File: src/rtl/aktl_pkg.sv
// ----------------------------------------------------------------------------
// Access key table lock package
// Request, display, status and reader mode codes, and the sequencer types.
// ----------------------------------------------------------------------------
package aktl_pkg;

    localparam int unsigned KEY_W         = 64;
    localparam int unsigned PRELOAD_COUNT = 6;

    localparam logic [2:0] FUNC_PRESENT    = 3'd0;
    localparam logic [2:0] FUNC_CLOSE      = 3'd1;
    localparam logic [2:0] FUNC_REGISTER   = 3'd2;
    localparam logic [2:0] FUNC_UNREGISTER = 3'd3;
    localparam logic [2:0] FUNC_CYCLE      = 3'd4;

    localparam logic [1:0] DISP_NONE   = 2'd0;
    localparam logic [1:0] DISP_OPEN   = 2'd1;
    localparam logic [1:0] DISP_ERROR  = 2'd2;
    localparam logic [1:0] DISP_CLOSED = 2'd3;

    localparam logic [2:0] STS_DONE      = 3'd0;
    localparam logic [2:0] STS_REJECTED  = 3'd1;
    localparam logic [2:0] STS_DUPLICATE = 3'd2;
    localparam logic [2:0] STS_FULL      = 3'd3;
    localparam logic [2:0] STS_NOT_FOUND = 3'd4;
    localparam logic [2:0] STS_UNKNOWN   = 3'd5;

    localparam logic [1:0] MODE_OPEN       = 2'd0;
    localparam logic [1:0] MODE_REGISTER   = 2'd1;
    localparam logic [1:0] MODE_UNREGISTER = 2'd2;

    typedef enum logic [1:0] {
        S_IDLE,
        S_SCAN,
        S_DRAIN,
        S_FINISH
    } state_t;

    typedef enum logic [1:0] {
        OP_CHECK,
        OP_REGISTER,
        OP_UNREGISTER
    } op_t;

endpackage

File: src/rtl/access_key_table_lock_core.sv
// ----------------------------------------------------------------------------
// Access key table lock core
// Key table in a single-port synchronous memory, scanned at most once per request.
// ----------------------------------------------------------------------------
// One request is taken at a time. Present, register and unregister requests
// with a nonzero key scan the whole table through the memory's single read
// port, one slot per cycle, and pass through a drain state before the
// result; close, cycle mode, unknown requests and zero keys skip the scan.
// A new request is accepted as soon as the sequencer is idle, while the
// previous result may still wait in the output register. No clearing pass
// is needed after reset: per-slot valid bits make unwritten slots read as
// their preload value.
module access_key_table_lock_core #(
    parameter int unsigned KEY_SLOTS = 16
) (
    input  logic        clk,
    input  logic        rst_n,
    input  logic        s_tvalid,
    output logic        s_tready,
    input  logic [63:0] s_tdata,   // [63:0] key_value
    input  logic [2:0]  s_tuser,   // [2:0] func
    output logic        m_tvalid,
    input  logic        m_tready,
    output logic [7:0]  m_tdata    // [1:0] display, [4:2] status, [5] lock_open,
                                   // [7:6] reader_mode_now
);

    localparam int unsigned IDX_W = $clog2(KEY_SLOTS);
    localparam logic [IDX_W-1:0] LAST_IDX = IDX_W'(KEY_SLOTS - 1);

    aktl_pkg::state_t state_reg;
    aktl_pkg::state_t state_next;

    aktl_pkg::op_t         op_reg;
    logic                  imm_reg;
    logic [1:0]            imm_disp_reg;
    logic [2:0]            imm_status_reg;
    logic [63:0]           key_reg;
    logic                  open_reg;
    logic [1:0]            mode_reg;

    logic [IDX_W-1:0]      rd_addr_reg;
    logic                  rd_pend_reg;
    logic [IDX_W-1:0]      rd_idx_reg;
    logic [63:0]           rd_data_reg;
    logic                  rd_valid_reg;

    logic                  found_reg;
    logic [IDX_W-1:0]      found_idx_reg;
    logic                  empty_reg;
    logic [IDX_W-1:0]      empty_idx_reg;

    logic                  m_tvalid_reg;
    logic [7:0]            m_tdata_reg;

    logic [63:0]           key_mem [KEY_SLOTS];
    logic [KEY_SLOTS-1:0]  slot_valid_reg;

    logic                  accept;
    logic                  rd_en;
    logic                  fin_fire;
    logic                  out_free;

    aktl_pkg::op_t         acc_op;
    logic                  acc_imm;
    logic [1:0]            acc_disp;
    logic [2:0]            acc_status;

    logic [63:0]           entry;
    logic [1:0]            fin_disp;
    logic [2:0]            fin_status;
    logic                  fin_open;
    logic                  wr_en;
    logic [IDX_W-1:0]      wr_idx;
    logic [63:0]           wr_data;

    // next state
    always_comb
    begin
        state_next = state_reg;
        case (state_reg)
            aktl_pkg::S_IDLE:
            begin
                if (s_tvalid)
                begin
                    state_next = acc_imm ? aktl_pkg::S_FINISH : aktl_pkg::S_SCAN;
                end
            end
            aktl_pkg::S_SCAN:
            begin
                if (rd_addr_reg == LAST_IDX)
                begin
                    state_next = aktl_pkg::S_DRAIN;
                end
            end
            aktl_pkg::S_DRAIN:
            begin
                state_next = aktl_pkg::S_FINISH;
            end
            aktl_pkg::S_FINISH:
            begin
                if (out_free)
                begin
                    state_next = aktl_pkg::S_IDLE;
                end
            end
            default:
            begin
                state_next = aktl_pkg::S_IDLE;
            end
        endcase
    end

    // sequencer outputs
    always_comb
    begin
        s_tready = 1'b0;
        rd_en    = 1'b0;
        fin_fire = 1'b0;
        case (state_reg)
            aktl_pkg::S_IDLE:   s_tready = 1'b1;
            aktl_pkg::S_SCAN:   rd_en    = 1'b1;
            aktl_pkg::S_DRAIN:  rd_en    = 1'b0;
            aktl_pkg::S_FINISH: fin_fire = out_free;
            default:            s_tready = 1'b0;
        endcase
    end

    assign out_free = !m_tvalid_reg || m_tready;
    assign accept   = s_tvalid && s_tready;

    // decode request at acceptance
    always_comb
    begin
        acc_op     = aktl_pkg::OP_CHECK;
        acc_imm    = 1'b1;
        acc_disp   = aktl_pkg::DISP_NONE;
        acc_status = aktl_pkg::STS_DONE;
        case (s_tuser)
            aktl_pkg::FUNC_PRESENT:
            begin
                if (mode_reg == aktl_pkg::MODE_REGISTER)
                begin
                    acc_op = aktl_pkg::OP_REGISTER;
                end
                else if (mode_reg == aktl_pkg::MODE_UNREGISTER)
                begin
                    acc_op = aktl_pkg::OP_UNREGISTER;
                end
                else
                begin
                    acc_op = aktl_pkg::OP_CHECK;
                end
            end
            aktl_pkg::FUNC_REGISTER:   acc_op = aktl_pkg::OP_REGISTER;
            aktl_pkg::FUNC_UNREGISTER: acc_op = aktl_pkg::OP_UNREGISTER;
            default:                   acc_op = aktl_pkg::OP_CHECK;
        endcase

        case (s_tuser)
            aktl_pkg::FUNC_PRESENT, aktl_pkg::FUNC_REGISTER, aktl_pkg::FUNC_UNREGISTER:
            begin
                acc_imm = (s_tdata == 64'd0);
                case (acc_op)
                    aktl_pkg::OP_REGISTER:   acc_status = aktl_pkg::STS_REJECTED;
                    aktl_pkg::OP_UNREGISTER: acc_status = aktl_pkg::STS_NOT_FOUND;
                    default:
                    begin
                        acc_disp   = aktl_pkg::DISP_ERROR;
                        acc_status = aktl_pkg::STS_REJECTED;
                    end
                endcase
            end
            aktl_pkg::FUNC_CLOSE: acc_disp   = aktl_pkg::DISP_CLOSED;
            aktl_pkg::FUNC_CYCLE: acc_status = aktl_pkg::STS_DONE;
            default:              acc_status = aktl_pkg::STS_UNKNOWN;
        endcase
    end

    // slot contents: unwritten slots hold their preload value
    assign entry = rd_valid_reg ? rd_data_reg
                 : ((32'(rd_idx_reg) < aktl_pkg::PRELOAD_COUNT) ? 64'(rd_idx_reg) : 64'd0);

    // result and write-back
    always_comb
    begin
        fin_disp   = imm_disp_reg;
        fin_status = imm_status_reg;
        fin_open   = open_reg;
        wr_en      = 1'b0;
        wr_idx     = found_idx_reg;
        wr_data    = 64'd0;
        if (!imm_reg)
        begin
            fin_disp   = aktl_pkg::DISP_NONE;
            fin_status = aktl_pkg::STS_DONE;
            case (op_reg)
                aktl_pkg::OP_REGISTER:
                begin
                    if (found_reg)
                    begin
                        fin_status = aktl_pkg::STS_DUPLICATE;
                    end
                    else if (empty_reg)
                    begin
                        wr_en   = 1'b1;
                        wr_idx  = empty_idx_reg;
                        wr_data = key_reg;
                    end
                    else
                    begin
                        fin_status = aktl_pkg::STS_FULL;
                    end
                end
                aktl_pkg::OP_UNREGISTER:
                begin
                    if (found_reg)
                    begin
                        wr_en = 1'b1;
                    end
                    else
                    begin
                        fin_status = aktl_pkg::STS_NOT_FOUND;
                    end
                end
                default:
                begin
                    if (found_reg)
                    begin
                        fin_open = 1'b1;
                        fin_disp = aktl_pkg::DISP_OPEN;
                    end
                    else
                    begin
                        fin_disp   = aktl_pkg::DISP_ERROR;
                        fin_status = aktl_pkg::STS_REJECTED;
                    end
                end
            endcase
        end
    end

    // key memory
    always_ff @(posedge clk)
    begin
        if (fin_fire && wr_en)
        begin
            key_mem[wr_idx] <= wr_data;
        end
        if (rd_en)
        begin
            rd_data_reg <= key_mem[rd_addr_reg];
        end
    end

    always_ff @(posedge clk or negedge rst_n)
    begin
        if (!rst_n)
        begin
            slot_valid_reg <= '0;
            rd_valid_reg   <= 1'b0;
        end
        else
        begin
            if (fin_fire && wr_en)
            begin
                slot_valid_reg[wr_idx] <= 1'b1;
            end
            if (rd_en)
            begin
                rd_valid_reg <= slot_valid_reg[rd_addr_reg];
            end
        end
    end

    // control and scan state
    always_ff @(posedge clk or negedge rst_n)
    begin
        if (!rst_n)
        begin
            state_reg     <= aktl_pkg::S_IDLE;
            op_reg        <= aktl_pkg::OP_CHECK;
            imm_reg       <= 1'b0;
            open_reg      <= 1'b0;
            mode_reg      <= aktl_pkg::MODE_OPEN;
            rd_addr_reg   <= '0;
            rd_pend_reg   <= 1'b0;
            found_reg     <= 1'b0;
            empty_reg     <= 1'b0;
            m_tvalid_reg  <= 1'b0;
        end
        else
        begin
            state_reg   <= state_next;
            rd_pend_reg <= rd_en;
            if (rd_en)
            begin
                rd_addr_reg <= rd_addr_reg + 1'b1;
            end

            if (accept)
            begin
                op_reg      <= acc_op;
                imm_reg     <= acc_imm;
                rd_addr_reg <= '0;
                found_reg   <= 1'b0;
                empty_reg   <= 1'b0;
                if (s_tuser == aktl_pkg::FUNC_CLOSE)
                begin
                    open_reg <= 1'b0;
                end
                if (s_tuser == aktl_pkg::FUNC_CYCLE)
                begin
                    case (mode_reg)
                        aktl_pkg::MODE_OPEN:     mode_reg <= aktl_pkg::MODE_REGISTER;
                        aktl_pkg::MODE_REGISTER: mode_reg <= aktl_pkg::MODE_UNREGISTER;
                        default:                 mode_reg <= aktl_pkg::MODE_OPEN;
                    endcase
                end
            end

            if (rd_pend_reg)
            begin
                if (!found_reg && entry == key_reg)
                begin
                    found_reg <= 1'b1;
                end
                if (!empty_reg && entry == 64'd0)
                begin
                    empty_reg <= 1'b1;
                end
            end

            if (fin_fire)
            begin
                open_reg     <= fin_open;
                m_tvalid_reg <= 1'b1;
            end
            else if (m_tready)
            begin
                m_tvalid_reg <= 1'b0;
            end
        end
    end

    // payload
    always_ff @(posedge clk)
    begin
        if (accept)
        begin
            key_reg        <= s_tdata;
            imm_disp_reg   <= acc_disp;
            imm_status_reg <= acc_status;
        end
        if (rd_en)
        begin
            rd_idx_reg <= rd_addr_reg;
        end
        if (rd_pend_reg)
        begin
            if (!found_reg && entry == key_reg)
            begin
                found_idx_reg <= rd_idx_reg;
            end
            if (!empty_reg && entry == 64'd0)
            begin
                empty_idx_reg <= rd_idx_reg;
            end
        end
        if (fin_fire)
        begin
            m_tdata_reg <= {mode_reg, fin_open, fin_status, fin_disp};
        end
    end

    assign m_tvalid = m_tvalid_reg;
    assign m_tdata  = m_tdata_reg;

endmodule
File: config.mk
export PLATFORM = sky130hd
export DESIGN_NAME = access_key_table_lock_core
export DESIGN_NICKNAME = d
export VERILOG_FILES = /design/src/rtl/aktl_pkg.sv /design/src/rtl/access_key_table_lock_core.sv
export SDC_FILE = /design/constraint.sdc
export NUM_CORES = 1
export LEC_CHECK = 0
export BUFFER_PORTS_ARGS = -buffer_cell sky130_fd_sc_hd__buf_4
export CORE_ASPECT_RATIO = 1.4
export CORE_MARGIN = 2
export CORE_UTILIZATION = 31
export DETAILED_ROUTE_END_ITERATION = 8
export PLACE_DENSITY = 0.42
export SLEW_MARGIN = 10
export SYNTH_ARGS = -nofsm -noshare
export SYNTH_HDL_FRONTEND = slang
export SYNTH_SLANG_ARGS = --single-unit
File: constraint.sdc
create_clock -name clk -period 11.3 [get_ports clk]
set_input_delay 2.825 -clock clk [delete_from_list [all_inputs] [get_ports clk]]
set_output_delay 2.825 -clock clk [all_outputs]
set_load 0.02 [all_outputs]
## After elaboration in Yosys (flattened, before gate mapping)

Memory sizes are Yosys's and may differ from the RTL's. A register that Yosys moved wholly into a read port is not among the register bits.
Cells that the tools add are included.
W data, S select, Z words.

| cells by class | value |
|---|---|
| mux-type cells | 63 |
| $lt $le $gt $ge | 4 |
| bitwise logic cells | 1 |
| equality and inequality tests | 18 |
| add/sub/neg operators | 1 |
| reduce and logical (&&, ||, !) cells | 27 |

Operators by type and width:

| kind | number |
|---|---|
| $mux W64 | 5 |
| $logic_not A64 Y1 | 2 |
| $eq A64 B64 Y1 | 1 |
| $mux W4 | 7 |
| $mux W1 | 27 |
| $mux W2 | 12 |
| $or A16 B16 Y16 | 1 |
| $pmux W3 S2 | 2 |
| $eq A2 B2 Y1 const B | 5 |
| $lt A4 B5 Y1 const B | 2 |
| $mux W3 | 3 |
| $eq A2 B1 Y1 const B | 4 |
| $pmux W2 S2 | 2 |
| $pmux W2 S4 | 1 |
| $reduce_and A2 Y1 | 4 |
| $reduce_bool A2 Y1 | 4 |
| $eq A3 B2 Y1 const B | 2 |
| $ne A2 B2 Y1 const B | 3 |
| $pmux W2 S3 | 1 |
| $reduce_or A2 Y1 | 3 |
| $logic_and A1 B1 Y1 | 5 |
| $add A4 B1 Y4 const B | 1 |
| $bmux W1 S4 | 1 |
| $demux W1 S4 | 1 |
| other kinds (12) | 15 |

| storage, ports and cells | value |
|---|---|
| output and inout bits | 10 |
| bits in writable memories | 1024 |
| flip-flop bits (word level) | 122 |
| memories | 1 |

Memories:

| memory | words | width | rd ports | clocked after Yosys merged registers in | wr ports | line | text |
|---|---|---|---|---|---|---|---|
| key_mem | 16 | 64 | 1 | 1 | 1 | access_key_table_lock_core.sv:56 | `logic [63:0] key_mem [KEY_SLOTS];` |

## Logic depth before layout (Yosys ltp)

Gate-level depths: netlist of run 1.

| logic depth | value |
|---|---|
| depth in word-level cells | 9 |
| mapped depth | 9 |
| depth with buffers taken out | 8 |

## Worst setup path before layout of run 1

No wires, ideal clock.

| path | value |
|---|---|
| kind | in2reg |
| start | input port m_tready |
| end | memory key_mem[0][0], enable pin |
| stages on the path | 6 |
| arrival | 6.259 ns |
| required time | 10.813 ns |
| path buffers | 0 |
| setup time | 0.487 ns |
| setup slack | 4.554 ns |
| cells stage by stage | nand2b_1 > nand2_1 > nand4b_1 > inv_1 > nand3_1 > nor2_1 |

| between the ends | value |
|---|---|
| word-level cells in the longest chain between the ends | 5 |

RTL lines:

| element | line | text |
|---|---|---|
| start: declaration | access_key_table_lock_core.sv:23 | `input logic m_tready,` |
| $logic_or A1 B1 Y1 | access_key_table_lock_core.sv:129 | `assign out_free = !m_tvalid_reg \|\| m_tready;` |
| $mux W1 | access_key_table_lock_core.sv:120 | `case (state_reg)` |
| $logic_and A1 B1 Y1 | access_key_table_lock_core.sv:246 | `if (fin_fire && wr_en)` |
| $mux W1 | access_key_table_lock_core.sv:246 |  |
| $mux W1 (not written as such) | access_key_table_lock_core.sv:248 | `key_mem[wr_idx] <= wr_data;` |
| end: declaration | access_key_table_lock_core.sv:56 |  |

Every way passes these cells.

## Worst setup path in the final report of run 1

| path | value |
|---|---|
| start | input port m_tready |
| end | memory key_mem[2][7], enable pin |

Same word-level chain as after synthesis.

==> results of run 1 <==
[worst register-to-register path, delay by kind of cell (launching register included)]
| kind | cells | cell delay, ns |
|---|---|---|
| simple gates | 3 | 1.84 |
| buf+inv | 2 | 1.51 |
| flops | 1 | 0.54 |
| mux | 1 | 0.49 |
[per-stage QoR]
stage | hold WS, ns | cell area [um2]
after floorplan | 0.4231 | 46940
after global placement | 0.4550 | 49940
after detailed placement | 0.4570 | 50020
after CTS | 0.4762 | 53940
after global routing | 0.4960 | 53940
final | 0.4815 | 53950
[synth_stat cells (4+ instances only)]
library cell / n
a21oi_1: 16
a22oi_1: 16
a31oi_1: 5
and2_1: 64
buf_1: 8
buf_2: 20
buf_6: 27
clkbuf_1: 37
dfrtp_1: 33
edfxtp_1: 1176
ha_1: 8
inv_1: 34
mux4_2: 325
nand2_1: 47
nand2b_1: 10
nand3_1: 20
nand4_1: 11
nand4b_1: 11
nor2_1: 49
nor2_2: 4
nor2b_1: 8
nor3_1: 6
nor4_1: 38
o21ai_0: 21
o21bai_1: 12
o22ai_1: 16
or2_1: 4
xnor2_1: 7
xor2_1: 15
[cells by family after synthesis]
logic type / Yosys count
XOR/XNOR: 22
buffers and inverters: 129
multiplexers: 330
AO/OA/AOI/OAI: 116
flip-flops: 1209
adder cells (fa/ha/maj): 8
AND/OR/NAND/NOR: 288
[where the power goes]
group          leakage [nW]  switching, mW  internal [mW]
registers              12.7          0.415           5.22
logic                  3.64           1.13           1.03
clock network          1.92           1.72           2.30
[placed cells by master (no fill, tap or decap), types with 28 or more instances in the layout]
cell and n:
dfrtp_1 28, nor4_1 34, nand2_1 47, nor2_1 37, and2_1 64, clkbuf_16 123, edfxtp_1 1176, inv_1 34
mux4_2 325, buf_4 127, clkinv_2 28
[cell type report]
class	count	area [um2]
Antenna cell	4	10.01
Timing Repair Buffer	131	1033
Sequential cell	1209	36160
Inverter	35	132.6
Clock inverter	75	723.2
Clock buffer	148	3192
Multi-Input combinational cell	764	10240
Fill cell	13920	97030
Tap cell	1966	2460
[routing by layer]
metal,up-vias,routed length (um)
li1,9200,-
met1,12000,53360
met2,628,65040
met3,176,7057
met4,4,3719
met5,-,21
[worst max path at each step]
stage	endpoint	from
after detailed placement	key_mem[1][62]	m_tready
after floorplan	key_mem[0][0]	m_tready
final	key_mem[2][7]	m_tready
after global routing	key_mem[1][42]	m_tready
after CTS	key_mem[1][42]	m_tready
after global placement	key_mem[6][46]	m_tready
==> flow_summary.toml, run 1 <==
[clock_network]
cts_root_buf = "clkbuf_16"
cts_buffer_depth = 3
h-tree-depth = 3
clk_pin_slew_ns = 0.06
ctsResizeCount = 0
cts_sinks = 1209
cts_tree = "done"
post_cts_buffers = 0
clock_latency_ns = 0.73
cts_hold_buf = 0
numCtsBuffers = 121

[synth]
synthesis.area_um2 = 46940
yosys.area_share.simple = 0.03396
yosys.area.top_type_share = 0.7524
synthTopCellsByArea = "edfxtp_1 75%, mux4_2 16%, dfrtp_1 1.8%"
yosysTopAreaCell = "edfxtp_1"
syn_area_per_cell_um2 = 22.33
synthAdderAreaFrac = 0.002133
ys_ff_latch = 1209
synth_edf_count = 1176
dominantRegCellSynth = "edfxtp_1"
yosysWarnings = 0
synthXorXnorAreaFrac = 0.004105
ys_types = 64
async_flop_share = 0.02730
synth_top_family_by_area = "multiplexers"
synth_compound_area_frac = 0.01746
syn_nets = 2181
muxShareOfSynthArea = 0.1571
synth-seq-area-share = 0.7700
synth_cells = 2102

[job]
cap_violations = 0

[routing]
drt_wl_total_um = 129200
drc = 0
vias_per_cell = 5.080
wire_per_inst_um = 29.83
dr.pass1.iters = 5
drtIter0Drc = 1785
vias = 22010
ant_nets = 0

[sta]
grt_setup_unrepaired = "false"
fin_crit_ns = 5.673
clock-skew-final_ns = 0.02556
finalHoldViolCount = 0
setup_viol = 0
setup_tns_ns = 0
fin_ws_ns = 5.627
drv_slew = 0
maxSlewHeadroom = 0.1829
fin_crit_sh = 0.5020
worstMarginPinSlew_ns = 1.226
max_freq_mhz = 176.3

[critical_path]
reg2reg_from = "found_reg"
crit_type = "in2reg"
worst-path-buf-inv = 2
path_cells = "buf_4 > nand2b_1 > nand2_1 > nand4b_1 > nor2_1 > nand2_1 > nor2_4 > buf_4"
r2r_slack_ns = 6.44
cp.depth = 8
cp_data_arrival_time_ns = 6.01
crit_path_end_kind = "flip-flop"
cp-start-kind = "input pin"
cp_max_fo = 36
slowest_stage = "nor2_4"
required_ns = 11.64
crit_family = "simple AND/OR/NAND/NOR gates"
max_stage_delay_ns = 1.03
worstReg2RegEnd = "key_mem[2][7]"
r2r_cells = 6

[final_layout]
instances_no_fill = 4332
finalNetCount = 2341
layout-drive-gt1-share = 0.2858
final_util = 0.3573
syn2layout_area_growth_pct = 14.94
largest_reg_flops = 1024

[floorplanning]
io_pins = 81
fp-row-count = 169
die_area_um2 = 154600
initial_core_util = 0.3109
die_y_um = 464.4
die_width_um = 332.9
core_region_area_um2 = 151000

[power_and_ir_drop]
powerDensity_nw_per_um2 = 218.7
leakage_nw = 18.28
max-vdd-ir-drop_mv = 0.1284
power_mw = 11.80

[hold_path]
whs_path_depth = 1
min_to = "slot_valid_reg[0]"
hold_class = "reg2reg"
min_from = "slot_valid_reg[0]"

[global_routing]
antenna_found_initial = 9
use_met1 = 0.2161
grt_use_total = 0.1673
gr-max-usage-layer = "met2"
overflow = 0
grt_use_met3 = 0.03036
grt_max_degree = 83
met2_usage = 0.2837
grt_pass1_wl_um = 181100
grt_pass1_vias = 23090

[placed_design]
place_congestion = 0.7973
dpl.cell_count = 4105
portBuffers = 80
pre_cts_ws_ns = 4.857
hpwl_um = 79210

[status]
outcome = "completed"
Power figures use the tool's default switching activity.
==> run 2: changes to the inputs <==
--- a/config.mk
+++ b/config.mk
@@ -10,7 +10,7 @@
 export CORE_MARGIN = 2
 export CORE_UTILIZATION = 31
 export DETAILED_ROUTE_END_ITERATION = 8
-export PLACE_DENSITY = 0.42
+export PLACE_DENSITY = 0.44
 export SLEW_MARGIN = 10
 export SYNTH_ARGS = -nofsm -noshare
 export SYNTH_HDL_FRONTEND = slang
==> constraint.sdc (replaced) <==
create_clock -name clk -period 5.21 [get_ports clk]
set_input_delay 1.3025 -clock clk [delete_from_list [all_inputs] [get_ports clk]]
set_output_delay 1.3025 -clock clk [all_outputs]
set_load 0.02 [all_outputs]
==> run 2 against run 1 <==
Cell count is essentially flat. First-iteration DRC count grew 20%. Clock-buffer cell count shrank 2. Global-route usage shrank 0.16 points. Via count grew 0.94%. Die area is the same. Clock skew grew 0.021 ns. Cell area is essentially flat. Critical path depth shrank 3. Critical endpoint is now key_mem[12][16]. Largest power group unchanged.
==> flow_summary.toml, run 2 (same netlist as run 1, synthesis figures left out) <==
[sta]
max_freq_mhz = 264.7
setup_tns_ns = 0
grt_setup_unrepaired = "false"
fin_crit_sh = 0.7251
finalHoldViolCount = 0
setup_viol = 0
clock-skew-final_ns = 0.04636
drv_slew = 0
fin_crit_ns = 3.778
maxSlewHeadroom = 0.2705
worstMarginPinSlew_ns = 1.094

[critical_path]
cp-start-kind = "flip-flop"
slowest_stage = "nor2_4"
cp-startpoint = "found_reg"
cp_max_fo = 27
path_cells = "and4bb_4 > mux2i_1 > nand3_1 > nor2_4 > buf_12"
required_ns = 5.62
r2r_slack_ns = 1.43
crit_type = "reg2reg"
reg2reg_from = "found_reg"
cp_data_arrival_time_ns = 4.19
crit_path_end_kind = "flip-flop"
max_stage_delay_ns = 0.74

[clock_network]
cts_buffer_depth = 3
cts_sinks = 1209
cts_hold_buf = 0
cts_tree = "done"
cts_root_buf = "clkbuf_16"
ctsResizeCount = 0
clk_pin_slew_ns = 0.06
numCtsBuffers = 116
h-tree-depth = 3
post_cts_buffers = 0
clock_latency_ns = 0.76

[floorplanning]
io_pins = 81
die_area_um2 = 154600
initial_core_util = 0.3109
die_width_um = 332.9
core_region_area_um2 = 151000
die_y_um = 464.4
fp-row-count = 169

[status]
outcome = "completed"

[placed_design]
place_congestion = 0.8249
hpwl_um = 76260
place_area_um2 = 50260
portBuffers = 80
dpl.cell_count = 4113

[routing]
ant_nets = 0
drtIter0Drc = 2148
drc = 0
wire_per_inst_um = 29.52
vias = 22210
vias_per_cell = 5.133
drt_wl_total_um = 127800
dr.pass1.iters = 5

[final_layout]
instances_no_fill = 4328
final_util = 0.3573
layout_commonest_cell = "edfxtp_1"
largest_reg_flops = 1024
syn2layout_area_growth_pct = 14.93
fill_cells = 13980
layout-drive-gt1-share = 0.2797
mostFrequentLayoutCells = "1176 x edfxtp_1, 325 x mux4_2, 119 x buf_4, 117 x clkbuf_16, 64 x and2_1"
finalNetCount = 2344
post-route-cell-area_um2 = 53950

[global_routing]
grt_use_total = 0.1657
grt_max_degree = 65
grt_pass1_vias = 23240
grt_pass1_wl_um = 180100
antenna_found_initial = 9
overflow = 0

[power_and_ir_drop]
powerDensity_nw_per_um2 = 468.1
max-vdd-ir-drop_mv = 0.2656
leakage_nw = 18.24

[hold_path]
min_from = "slot_valid_reg[1]"
hold_class = "reg2reg"

[job]
cap_violations = 0
run 2: changes by cell type in the layout (fill, tap and decap cells not counted), sizes merged:
| cell | previous run | this run |
|---|---|---|
| clkinv | 53 | 54 |
| inv | 39 | 36 |
| clkbuf | 148 | 146 |
| diode | 4 | 2 |
| clkinvlp | 5 | 3 |
| bufinv | 13 | 9 |
| buf | 131 | 139 |
run 2: power by group:
| part | internal [mW] | switching, mW | total [mW] |
|---|---|---|---|
| clock | 4.60 | 3.67 | 8.26 |
| combinational | 2.30 | 2.43 | 4.73 |
| sequential | 11.3 | 0.944 | 12.3 |
| total | 18.2 | 7.05 | 25.3 |
run 2: path summary, 6_finish.rpt:
kind / depth (start not counted) / end
setup / recovery: 5 / key_mem[12][16]
hold / removal: 1 / slot_valid_reg[1]
setup reg to reg: 5 / key_mem[12][16]
hold reg to reg: 1 / slot_valid_reg[1]
max in group asynchronous: 1 / rd_addr_reg[3]
min in group asynchronous: 1 / m_tvalid
run 2: layer usage:
| layer | track usage | wire [um] |
|---|---|---|
| met5 | 0 | 23 |
| met4 | 0.05176 | 3241 |
| met3 | 0.03174 | 7270 |
| met2 | 0.2810 | 64290 |
| met1 | 0.2149 | 52950 |
run 2: critical path, delay by kind of cell, from the launching register on:
kind                   cells  cell delay [ns]
flip-flops                 1             0.55
buffers and inverters      1             0.29
multiplexers               1             0.46
AND/OR/NAND/NOR            3             2.02
run 2: per-stage QoR:
stage	setup WS (ns)	power (mW)	hold WS, ns
final	1.432	25.25	0.4769
after global routing	1.314	26.21	0.4904
after CTS	1.470	25.66	0.4623
after detailed placement	1.052	17.36	0.4598
after global placement	1.092	17.34	0.4464
after floorplan	-0.01347	15.43	0.4231
run 2: final cells by class:
| type | instances | area, um2 | share of cell area |
|---|---|---|---|
| Antenna cell | 2 | 5.005 | 0.00009277 |
| Clock buffer | 146 | 3057 | 0.05666 |
| Clock inverter | 67 | 621.8 | 0.01153 |
| Inverter | 35 | 132.6 | 0.002458 |
| Multi-Input combinational cell | 764 | 10230 | 0.1896 |
| Sequential cell | 1209 | 36160 | 0.6702 |
| Tap cell | 1966 | 2460 | 0.04560 |
| Timing Repair Buffer | 139 | 1285 | 0.02382 |
